### src/design/nls_pkg.sv
package nls_pkg;

  localparam int VALUE_WIDTH_DEF = 32;

  localparam logic [7:0] CHAR_ZERO  = 8'h30;
  localparam logic [7:0] CHAR_NINE  = 8'h39;
  localparam logic [7:0] CHAR_POINT = 8'h2E;
  localparam logic [7:0] CHAR_E_LO  = 8'h65;
  localparam logic [7:0] CHAR_E_UP  = 8'h45;
  localparam logic [7:0] CHAR_MINUS = 8'h2D;
  localparam logic [7:0] CHAR_PLUS  = 8'h2B;

  localparam logic [30:0] ACC_MAX        = 31'h7FFF_FFFF;
  localparam logic [5:0]  FRAC_COUNT_MAX = 6'd63;

  // literal summary handed from the scanner to the integer stage
  typedef struct packed {
    logic        valid_res;
    logic        frac_type;
    logic        negative;
    logic [30:0] whole;
    logic [30:0] frac_val;
    logic [5:0]  frac_digits;
    logic        exp_negative;
    logic [30:0] exp_val;
    logic        exp_big;   // exponent of ten or more
    logic        ovf;
  } nls_snap_t;

  function automatic logic [29:0] pow10(input logic [3:0] idx);
    logic [29:0] p;
    case (idx)
      4'd0: p = 30'd1;
      4'd1: p = 30'd10;
      4'd2: p = 30'd100;
      4'd3: p = 30'd1000;
      4'd4: p = 30'd10000;
      4'd5: p = 30'd100000;
      4'd6: p = 30'd1000000;
      4'd7: p = 30'd10000000;
      4'd8: p = 30'd100000000;
      4'd9: p = 30'd1000000000;
      default: p = 30'd0;
    endcase
    return p;
  endfunction

endpackage

### src/design/nls_scanner.sv
module nls_scanner (
  input  logic                  clk,
  input  logic                  rst,
  input  logic                  in_valid,
  output logic                  in_ready,
  input  logic [7:0]            in_char,
  input  logic                  in_last,
  output logic                  snap_valid,
  input  logic                  snap_ready,
  output nls_pkg::nls_snap_t    snap
);

  logic       in_full;
  logic [7:0] in_char_q;
  logic       in_last_q;

  logic        at_first_char;
  logic        sign_minus;
  logic        seen_point;
  logic        seen_exponent;
  logic        awaiting_exp_sign;
  logic        exp_minus;
  logic [2:0]  part_has_digit;
  logic        error_seen;
  logic        overflow_seen;
  logic [30:0] acc_whole;
  logic [30:0] acc_frac;
  logic [30:0] acc_exp;
  logic [5:0]  fraction_count;

  logic        sign_minus_next;
  logic        seen_point_next;
  logic        seen_exponent_next;
  logic        awaiting_exp_sign_next;
  logic        exp_minus_next;
  logic [2:0]  part_has_digit_next;
  logic        error_seen_next;
  logic        overflow_seen_next;
  logic [30:0] acc_whole_next;
  logic [30:0] acc_frac_next;
  logic [30:0] acc_exp_next;
  logic [5:0]  fraction_count_next;

  logic        snap_load;
  logic        fire;
  logic        is_digit;
  logic [3:0]  digit;
  logic [30:0] acc_cur;
  logic [34:0] acc_prod;
  logic [30:0] acc_new;
  logic        acc_sat;
  logic        lit_ok;
  nls_pkg::nls_snap_t snap_next;

  assign snap_load = !snap_valid || snap_ready;
  assign fire      = in_full && (!in_last_q || snap_load);
  assign in_ready  = !in_full || fire;

  assign is_digit = (in_char_q >= nls_pkg::CHAR_ZERO) && (in_char_q <= nls_pkg::CHAR_NINE);
  assign digit    = 4'(in_char_q - nls_pkg::CHAR_ZERO);

  always_comb begin
    if (seen_exponent) begin
      acc_cur = acc_exp;
    end else if (seen_point) begin
      acc_cur = acc_frac;
    end else begin
      acc_cur = acc_whole;
    end
  end

  // acc*10 + digit
  assign acc_prod = {1'b0, acc_cur, 3'b000} + {3'b000, acc_cur, 1'b0} + {31'd0, digit};
  assign acc_sat  = acc_prod > {4'd0, nls_pkg::ACC_MAX};
  assign acc_new  = acc_sat ? nls_pkg::ACC_MAX : acc_prod[30:0];

  always_comb begin
    sign_minus_next        = sign_minus;
    seen_point_next        = seen_point;
    seen_exponent_next     = seen_exponent;
    awaiting_exp_sign_next = awaiting_exp_sign;
    exp_minus_next         = exp_minus;
    part_has_digit_next    = part_has_digit;
    error_seen_next        = error_seen;
    overflow_seen_next     = overflow_seen;
    acc_whole_next         = acc_whole;
    acc_frac_next          = acc_frac;
    acc_exp_next           = acc_exp;
    fraction_count_next    = fraction_count;
    if (!error_seen) begin
      if (is_digit) begin
        if (acc_sat) begin
          overflow_seen_next = 1'b1;
        end
        if (seen_exponent) begin
          acc_exp_next           = acc_new;
          part_has_digit_next[2] = 1'b1;
        end else if (seen_point) begin
          acc_frac_next          = acc_new;
          part_has_digit_next[1] = 1'b1;
          if (fraction_count != nls_pkg::FRAC_COUNT_MAX) begin
            fraction_count_next = fraction_count + 6'd1;
          end
        end else begin
          acc_whole_next         = acc_new;
          part_has_digit_next[0] = 1'b1;
        end
        awaiting_exp_sign_next = 1'b0;
      end else if (in_char_q == nls_pkg::CHAR_MINUS && at_first_char) begin
        sign_minus_next = 1'b1;
      end else if (in_char_q == nls_pkg::CHAR_PLUS && at_first_char) begin
        sign_minus_next = 1'b0;
      end else if (awaiting_exp_sign) begin
        if (in_char_q == nls_pkg::CHAR_PLUS) begin
          exp_minus_next = 1'b0;
        end else if (in_char_q == nls_pkg::CHAR_MINUS) begin
          exp_minus_next = 1'b1;
        end else begin
          error_seen_next = 1'b1;
        end
        awaiting_exp_sign_next = 1'b0;
      end else if (in_char_q == nls_pkg::CHAR_POINT) begin
        if (seen_point || seen_exponent) begin
          error_seen_next = 1'b1;
        end else begin
          seen_point_next = 1'b1;
        end
      end else if (in_char_q == nls_pkg::CHAR_E_LO || in_char_q == nls_pkg::CHAR_E_UP) begin
        if (seen_exponent) begin
          error_seen_next = 1'b1;
        end else begin
          seen_exponent_next     = 1'b1;
          awaiting_exp_sign_next = 1'b1;
        end
      end else begin
        error_seen_next = 1'b1;
      end
    end
  end

  assign lit_ok = !error_seen_next && part_has_digit_next[0]
               && (!seen_point_next || part_has_digit_next[1])
               && (!seen_exponent_next || part_has_digit_next[2]);

  always_comb begin
    snap_next = '0;
    if (lit_ok) begin
      snap_next.valid_res    = 1'b1;
      snap_next.frac_type    = seen_point_next || (seen_exponent_next && exp_minus_next);
      snap_next.negative     = sign_minus_next;
      snap_next.whole        = acc_whole_next;
      snap_next.frac_val     = acc_frac_next;
      snap_next.frac_digits  = fraction_count_next;
      snap_next.exp_negative = exp_minus_next;
      snap_next.exp_val      = acc_exp_next;
      snap_next.exp_big      = (|acc_exp_next[30:4]) || (acc_exp_next[3:0] >= 4'd10);
      snap_next.ovf          = overflow_seen_next;
    end
  end

  always_ff @(posedge clk) begin
    if (rst) begin
      in_full <= 1'b0;
    end else if (in_ready) begin
      in_full <= in_valid;
    end
  end

  always_ff @(posedge clk) begin
    if (in_ready && in_valid) begin
      in_char_q <= in_char;
      in_last_q <= in_last;
    end
  end

  always_ff @(posedge clk) begin
    if (rst || (fire && in_last_q)) begin
      at_first_char     <= 1'b1;
      sign_minus        <= 1'b0;
      seen_point        <= 1'b0;
      seen_exponent     <= 1'b0;
      awaiting_exp_sign <= 1'b0;
      exp_minus         <= 1'b0;
      part_has_digit    <= '0;
      error_seen        <= 1'b0;
      overflow_seen     <= 1'b0;
      acc_whole         <= '0;
      acc_frac          <= '0;
      acc_exp           <= '0;
      fraction_count    <= '0;
    end else if (fire) begin
      at_first_char     <= 1'b0;
      sign_minus        <= sign_minus_next;
      seen_point        <= seen_point_next;
      seen_exponent     <= seen_exponent_next;
      awaiting_exp_sign <= awaiting_exp_sign_next;
      exp_minus         <= exp_minus_next;
      part_has_digit    <= part_has_digit_next;
      error_seen        <= error_seen_next;
      overflow_seen     <= overflow_seen_next;
      acc_whole         <= acc_whole_next;
      acc_frac          <= acc_frac_next;
      acc_exp           <= acc_exp_next;
      fraction_count    <= fraction_count_next;
    end
  end

  always_ff @(posedge clk) begin
    if (rst) begin
      snap_valid <= 1'b0;
    end else if (snap_load) begin
      snap_valid <= fire && in_last_q;
    end
  end

  always_ff @(posedge clk) begin
    if (fire && in_last_q) begin
      snap <= snap_next;
    end
  end

  a_frac_digit_needs_point: assert property (@(posedge clk) disable iff (rst)
    (part_has_digit[1] || fraction_count != 6'd0) |-> seen_point)
    else $error("fraction digits without a point");

  a_exp_digit_needs_marker: assert property (@(posedge clk) disable iff (rst)
    (part_has_digit[2] || awaiting_exp_sign) |-> seen_exponent)
    else $error("exponent state without exponent marker");

  a_snap_only_on_last: assert property (@(posedge clk) disable iff (rst)
    (snap_valid && !$past(snap_valid)) |-> $past(in_last_q))
    else $error("literal summary without a last character");

endmodule

### src/design/nls_int_stage.sv
module nls_int_stage #(
  parameter int VALUE_WIDTH = nls_pkg::VALUE_WIDTH_DEF
) (
  input  logic                clk,
  input  logic                rst,
  input  logic                snap_valid,
  output logic                snap_ready,
  input  nls_pkg::nls_snap_t  snap,
  output logic                m_tvalid,
  input  logic                m_tready,
  output logic [135:0]        m_tdata,
  output logic                m_tuser
);

  localparam int EFF_W = (VALUE_WIDTH > 32) ? 32 : VALUE_WIDTH;
  localparam logic [31:0] LIMIT_NEG = 32'(64'd1 << (EFF_W - 1));
  localparam logic [31:0] LIMIT_POS = 32'((64'd1 << (EFF_W - 1)) - 64'd1);

  logic [29:0] scale;
  logic [31:0] limit;
  logic [60:0] prod;
  logic        sat;
  logic [31:0] mag;
  logic [31:0] ival;
  logic        ovf;

  assign snap_ready = !m_tvalid || m_tready;

  assign scale = nls_pkg::pow10(snap.exp_val[3:0]);
  assign limit = snap.negative ? LIMIT_NEG : LIMIT_POS;
  assign prod  = snap.whole * scale;
  assign sat   = (snap.whole != 31'd0) && (snap.exp_big || prod > {29'd0, limit});
  assign mag   = sat ? limit : prod[31:0];

  always_comb begin
    ival = '0;
    ovf  = snap.ovf;
    if (snap.valid_res && !snap.frac_type) begin
      ival = snap.negative ? (32'd0 - mag) : mag;
      ovf  = snap.ovf || sat;
    end
  end

  always_ff @(posedge clk) begin
    if (rst) begin
      m_tvalid <= 1'b0;
    end else if (snap_ready) begin
      m_tvalid <= snap_valid;
    end
  end

  always_ff @(posedge clk) begin
    if (snap_ready && snap_valid) begin
      m_tdata <= {1'b0, ovf, ival, snap.exp_val, snap.exp_negative, snap.frac_digits,
                  snap.frac_val, snap.whole, snap.negative, snap.valid_res};
      m_tuser <= snap.frac_type;
    end
  end

  a_frac_no_int: assert property (@(posedge clk) disable iff (rst)
    (m_tvalid && m_tuser) |-> (m_tdata[133:102] == 32'd0))
    else $error("fractional literal with nonzero integer value");

  a_invalid_clean: assert property (@(posedge clk) disable iff (rst)
    (m_tvalid && !m_tdata[0]) |-> (m_tdata[135:1] == '0 && !m_tuser))
    else $error("invalid literal with nonzero fields");

  a_int_sign: assert property (@(posedge clk) disable iff (rst)
    (m_tvalid && m_tdata[133]) |-> m_tdata[1])
    else $error("negative integer value for a positive literal");

endmodule

### src/design/number_literal_scanner_core.sv
// channel  dir  signals                          transaction
// s_       in   s_tvalid s_tready s_tdata s_tlast one character of a literal
// m_       out  m_tvalid m_tready m_tdata m_tuser one scan result per literal
//
// One character is taken per cycle while no last character is held; m_tvalid rises
// once the last character has passed the input, summary and result registers.
// The integer path is one 31x30 multiply by a power-of-ten table entry.
// rst is synchronous and returns the scanner to the start of a literal.
// m_tready low holds the result; characters still flow, and a last character
// waits in the input register while the one-deep summary register is full.
module number_literal_scanner_core #(
  parameter int VALUE_WIDTH = nls_pkg::VALUE_WIDTH_DEF
) (
  input  logic         clk,
  input  logic         rst,
  input  logic         s_tvalid,
  output logic         s_tready,
  input  logic [7:0]   s_tdata,   // char_code[7:0]
  input  logic         s_tlast,
  output logic         m_tvalid,
  input  logic         m_tready,
  // valid_res[0], negative[1], whole_value[32:2], fraction_value[63:33],
  // fraction_digits[69:64], exponent_negative[70], exponent_value[101:71],
  // int_value[133:102], overflow[134], zero pad[135]
  output logic [135:0] m_tdata,
  output logic         m_tuser    // is_fractional_type[0]
);

  logic               snap_valid;
  logic               snap_ready;
  nls_pkg::nls_snap_t snap;

  nls_scanner u_scanner (
    .clk        (clk),
    .rst        (rst),
    .in_valid   (s_tvalid),
    .in_ready   (s_tready),
    .in_char    (s_tdata),
    .in_last    (s_tlast),
    .snap_valid (snap_valid),
    .snap_ready (snap_ready),
    .snap       (snap)
  );

  nls_int_stage #(
    .VALUE_WIDTH (VALUE_WIDTH)
  ) u_int_stage (
    .clk        (clk),
    .rst        (rst),
    .snap_valid (snap_valid),
    .snap_ready (snap_ready),
    .snap       (snap),
    .m_tvalid   (m_tvalid),
    .m_tready   (m_tready),
    .m_tdata    (m_tdata),
    .m_tuser    (m_tuser)
  );

endmodule
### config.mk
export PLATFORM = sky130hd
export DESIGN_NAME = number_literal_scanner_core
export DESIGN_NICKNAME = d
export VERILOG_FILES = /design/src/design/nls_pkg.sv /design/src/design/nls_scanner.sv /design/src/design/nls_int_stage.sv /design/src/design/number_literal_scanner_core.sv
export SDC_FILE = /design/constraint.sdc
export NUM_CORES = 2
export LEC_CHECK = 0
export BUFFER_PORTS_ARGS = -buffer_cell sky130_fd_sc_hd__buf_2
export CORE_MARGIN = 2
export CORE_UTILIZATION = 59
export DETAILED_ROUTE_END_ITERATION = 10
export GPL_ROUTABILITY_DRIVEN = 0
export MAX_ROUTING_LAYER = met4
export PLACE_DENSITY = 0.79
export SLEW_MARGIN = 20
export SYNTH_ARGS = -nofsm -noshare
export SYNTH_HDL_FRONTEND = slang
export SYNTH_HIERARCHICAL = 1
export SYNTH_SLANG_ARGS = --single-unit
### constraint.sdc
create_clock -name clk -period 11.56 [get_ports clk]
set_input_delay 1.734 -clock clk [delete_from_list [all_inputs] [get_ports clk]]
set_output_delay 1.734 -clock clk [all_outputs]
set_load 0.03 [all_outputs]
; ---- Yosys cells after proc, flatten, opt, wreduce, memory -nomap -nowiden
; Memory sizes are Yosys's and may differ from the RTL's. A register that Yosys moved wholly into a read port is not among the register bits.
; Cells that the tools add are included.
; W data, S select, Z words.
[totals]
wordCells = 167
register_bits = 363
out_inout_bits = 139
in_bits = 13
mem_bits_ro = 480
n_memories = 1
[mem_list]
columns = memory, depth, width, read_ports, rd_ports_with_merged_regs, wr, line
row1 = (no name shown), 16, 30, 1, 1, 0, nls_pkg.sv:32  ; case (idx)
[op_classes]
muxes = 78
bitwise_logic = 1
addsub = 5
n_reduce_logical = 37
order_cmp = 5
n_eq_ne = 8
mul = 1
[ops]
columns = operator, n
row1 = $mux W31, 14
row2 = $mux W105, 1
row3 = $mux W32, 3
row4 = $gt A61 B32 Y1, 1
row5 = $mul A31 B30 Y61, 1
row6 = $mux W1, 50
row7 = $add A34 B32 Y35, 1
row8 = $add A35 B4 Y35, 1
row9 = $gt A35 B31 Y1 const B, 1
row10 = $sub A1 B32 Y32 const A, 1
row11 = $reduce_bool A31 Y1, 1
row12 = $mux W6, 5
row13 = $reduce_or A27 Y1, 1
row14 = $eq A8 B6 Y1 const B, 3
row15 = $eq A8 B7 Y1 const B, 2
row16 = $logic_and A1 B1 Y1, 13
row17 = $logic_or A1 B1 Y1, 13
row18 = $ge A8 B6 Y1 const B, 1
row19 = $le A8 B6 Y1 const B, 1
row20 = $logic_not A1 Y1, 8
row21 = $mux W4, 2
row22 = $add A6 B1 Y6 const B, 1
row23 = $mux W3, 2
row24 = $ne A6 B6 Y1 const B, 1
row25 = other kinds (6), 7

; ---- Depth between registers and ports, before layout
[depth]
ltp_word = 15
mapped_depth = 57

; ---- Cells and area by module
; The synthesis kept the hierarchy.
[modules_own_cells]
columns = module, cells_per_inst, instances, area_per_inst_um2
row1 = nls_int_stage, 3967, 1, 37031.8
row2 = nls_scanner, 1405, 1, 12315.6

; ---- Worst setup path before layout
; Ideal clock, no wire load.
[synth_path]
path_type = register to register
startpoint = register, netlist name u_scanner/snap[3]
endpoint = register u_int_stage.m_tdata[128], data pin
period_less_slack_ns = 12.487
path_buffers = 5
setup_time_ns = 0.254
slack_ns = -0.927
arrival_ns = 12.232
path_stages_with_launch = 56
cell_sequence = edfxtp_1 -> inv_1 -> clkbuf_1 -> ha_1 -> clkbuf_1 -> nand2_1 -> o21ai_0 -> clkbuf_1 -> nand2_1 -> fa_1 -> inv_1 -> fa_1 -> fa_1 -> inv_1 -> fa_1 -> inv_1 -> fa_1 -> inv_1 -> [20 not listed] -> o31ai_1 -> o2111ai_1 -> and4b_1 -> a41o_2 -> buf_4 -> nor2_1 -> a31oi_1 -> ha_1 -> clkbuf_1 -> and3_1 -> nand3_1 -> nor3_1 -> nand2_1 -> nor2_1 -> or4bb_1 -> o221ai_2 -> a41oi_2 -> o21a_1
[synth_rtl]
columns = element, line
row1 = "end signal, assigned", nls_int_stage.sv:54  ; m_tdata <= {1'b0, ovf, ival, snap.exp_val, snap.exp_negative, snap.frac_digits,
row2 = "end, declared", nls_int_stage.sv:11  ; output logic [135:0] m_tdata,

==> flow_summary_export.csv <==
group,metric,value,unit
outcome,status,"finished, violations left",
outcome,violations,"setup timing",
clocking,clk_latency,0.60,ns
logic_synthesis,syn_avg_cell_area,9.19,sq um
critical_path,crit_required,11.89,ns
sta,slew_headroom,25.9,%
global_routing,grt_usage,36.6,%
sta,hold_ws,0.413,ns
cells_and_area,fill_cells,6237,
logic_synthesis,netlist_area,49300,sq um
logic_synthesis,yosys-top-cells-area,"fa_1, edfxtp_1, ha_1",
detailed_routing,viasPerCell,6.16,
logic_synthesis,netlist_instances,5372,
min_path,min_path_type,"reg -> reg",
critical_path,crit_fanout,28,
floorplan,core.rowCount,106,
global_routing,grt_start_max_net_pins,105,
pwr,total_leakage_power,26.9,nW
detailed_routing,first_pass_iters,8,
global_routing,grt_pass1_vias,41600,
logic_synthesis,yosysMostFrequentCell,"inv_1",
place,dp_cells,6585,
sta,rsz0062_at_grt,"true",
logic_synthesis,syn_nets,6539,
place,dp_hpwl,119000,microns
global_routing,use_met2,57.4,%
flow_run,drv_cap,0,
sta,timing.final.crit_share,100,%
place,pre_cts_ws,-0.216,ns
min_path,hold_path.startpoint,"u_scanner/snap[42]",
global_routing,grt_busiest_layer,"met2",
detailed_routing,drtIter0Drc,5019,
clocking,ctsHtreeMaxLevel,2,
logic_synthesis,ys_ff_latch,363,
critical_path,cp_slowest_cell,"fa_1",
logic_synthesis,ys_async_sr_fraction,0,%
sta,tightest_slew,1.11,ns
critical_path,timing.critical_path.buf_inv,10,
clocking,cts_max_path_buffers,3,
pwr,total_power,3.57,mW
global_routing,grt_pass1_wl,235000,microns
detailed_routing,drc_errors,0,
global_routing,overflow,0,
logic_synthesis,synth_ff_type,"edfxtp_1",
floorplan,start_util,59.2,%
logic_synthesis,synth_edf_count,250,
clocking,cts-root-buf,"clkbuf_16",
detailed_routing,via_count,41400,
clocking,tritoncts,"yes",
logic_synthesis,yosys_warnings,6,
critical_path,critPathKind,"reg -> reg",
sta,fin_ws,-0.0427,ns
pwr,pwr_density_cell,64.1,nW/um^2
logic_synthesis,synth.distinct_cells,98,
cells_and_area,syn2layout_area_growth,12.9,%
cells_and_area,drive_gt1_share,14.4,%
sta,slew_violations,0,
global_routing,antenna_found_initial,4,
clocking,cts.clk_slew.worst_paths,0.06,ns
clocking,clkSinkCount,363,
critical_path,critPathArrivalTime,11.93,ns
critical_path,cp_top_family,"adder cells",
clocking,cts_buffers,39,
place,port_buffers,150,
floorplan,fp.dieH,293,microns
floorplan,num_io_pins,152,
cells_and_area,final_cells,6713,
sta,period_minus_slack,11.60,ns
pwr,peakVddDrop,0.132,mV
floorplan,dieArea,86000,sq um
critical_path,regToRegStartpoint,"u_scanner/snap[4]",
logic_synthesis,synth_common_cells,"inv_1, fa_1, nand2_1",
logic_synthesis,synth_top_area_cell,"fa_1",
critical_path,endpoint_kind,"register",
sta,hold_viol,0,
logic_synthesis,ys_seq_area_share,19.8,%
critical_path,crit_path_frequent_cell,"fa_1",
floorplan,core,83300,sq um
critical_path,crit_start,"u_scanner/snap[4]",
logic_synthesis,synth_top_area_share,32.3,%
detailed_routing,ant_nets,0,
sta,fmax,0.0862,GHz
critical_path,slowest_delay,0.57,ns
detailed_routing,wire_per_inst,23.1,microns
cells_and_area,nets,6769,
global_routing,grtUsageMet3,7.87,%
critical_path,crit_path_start_kind,"register",
global_routing,use_met1,44.0,%
floorplan,fp.dieW,293,microns
detailed_routing,wl,155000,microns
sta,fin_skew,0.0396,ns
sta,setup_viol,4,
## stage by stage
stage          instance area [sq um]  util [%]  setup TNS [ns]
2_1_floorplan                  49700         -         -0.0316
3_3_place_gp                   53100      63.7               0
3_5_place_dp                   53100      63.7          -0.949
4_1_cts                        54600      65.6               0
5_1_grt                        55700      66.9           -2.92
6_report                       55700      66.9         -0.0773
## layout by cell type (no fill, tap or decap), types with 12 or more instances in the layout
| master | count |
|---|---|
| a21o_1 | 38 |
| buf_4 | 309 |
| or3_1 | 15 |
| ha_1 | 336 |
| o21a_1 | 18 |
| fa_1 | 778 |
| o21ai_1 | 14 |
| o21ai_0 | 117 |
| inv_2 | 21 |
| a211oi_1 | 114 |
| a21oi_1 | 171 |
| nand4_1 | 48 |
| mux2i_1 | 42 |
| inv_1 | 941 |
| or2_2 | 17 |
| nor2_1 | 422 |
| xnor2_1 | 38 |
| nor2b_1 | 18 |
| nand3_1 | 54 |
| o21bai_1 | 15 |
| nand2_1 | 484 |
| fa_2 | 17 |
| nor4_1 | 23 |
| nand2b_1 | 19 |
| buf_6 | 14 |
| buf_12 | 29 |
| and3_1 | 185 |
| o211ai_1 | 23 |
| and2_1 | 233 |
| clkbuf_16 | 46 |
| xor2_1 | 40 |
| dfxtp_1 | 111 |
| nor3_1 | 135 |
| buf_2 | 151 |
| a21oi_2 | 17 |
| edfxtp_1 | 250 |
| a31oi_1 | 12 |
| ha_4 | 20 |
## flip-flops by register name, summed over array words and instances (netlist names), 3 cells and up
| signal | cells |
|---|---|
| u_int_stage/m_tdata | 135 |
| u_scanner/acc_exp | 31 |
| u_scanner/acc_frac | 31 |
| u_scanner/acc_whole | 31 |
| u_scanner/fraction_count | 6 |
| u_scanner/in_char_q | 8 |
| u_scanner/part_has_digit | 3 |
| u_scanner/snap | 105 |
## report_power, final
| part | internal, mW | total [mW] | switching [mW] |
|---|---|---|---|
| logic | 0.338 | 0.867 | 0.529 |
| clock network | 0.727 | 1.29 | 0.559 |
| registers | 1.40 | 1.42 | 0.0138 |
## cell type report
class,instances,area [sq um],area share (%)
multi-input combinational,3724,35700,64.0
tap,1080,1350,2.43
antenna,1,2.50,0.00449
timing repair buffer,511,4000,7.18
clock inverter,17,155,0.278
inverter,963,3610,6.49
sequential,363,9770,17.5
clock buffer,54,1150,2.06
## final timing paths
| check | end | slack, ns | depth (start not counted) |
|---|---|---|---|
| setup reg to reg | u_int_stage/m_tdata[128] | -0.04 | 49 |
| hold reg to reg | u_int_stage/m_tdata[35] | 0.41 | 0 |
| hold / removal | u_int_stage/m_tdata[35] | 0.41 | 0 |
| setup / recovery | u_int_stage/m_tdata[128] | -0.04 | 49 |
## metal layers
| layer | share of wire, % | vias up |
|---|---|---|
| met3 | 11 | 742 |
| met4 | 8.1 | 0 |
| met2 | 46 | 2801 |
| li1 | - | 17700 |
| met5 | 0 | - |
| met1 | 34 | 20100 |
## cells by family (layout without fill, tap and decap cells)
family	after synthesis	after routing	synth area share [%]
AND/OR/NAND/NOR	1758	1758	17.3
buffers and inverters	1285	1545	9.87
adder cells (fa/ha/maj)	1154	1154	41.4
AO/OA/AOI/OAI	685	685	9.34
flip-flops	363	363	19.8
XOR/XNOR	80	80	1.42
multiplexers	46	46	0.941
other	1	2	0.00760
## timing repair
action                                  CTS  global route
gates resized for setup                  24           161
hold buffers                              0             0
buffers inserted                         11            40
pin swaps                                16           121
endpoints found under the setup margin   11            15
cloned                                    1             4
No activity file was read; power rests on OpenSTA's default activity.
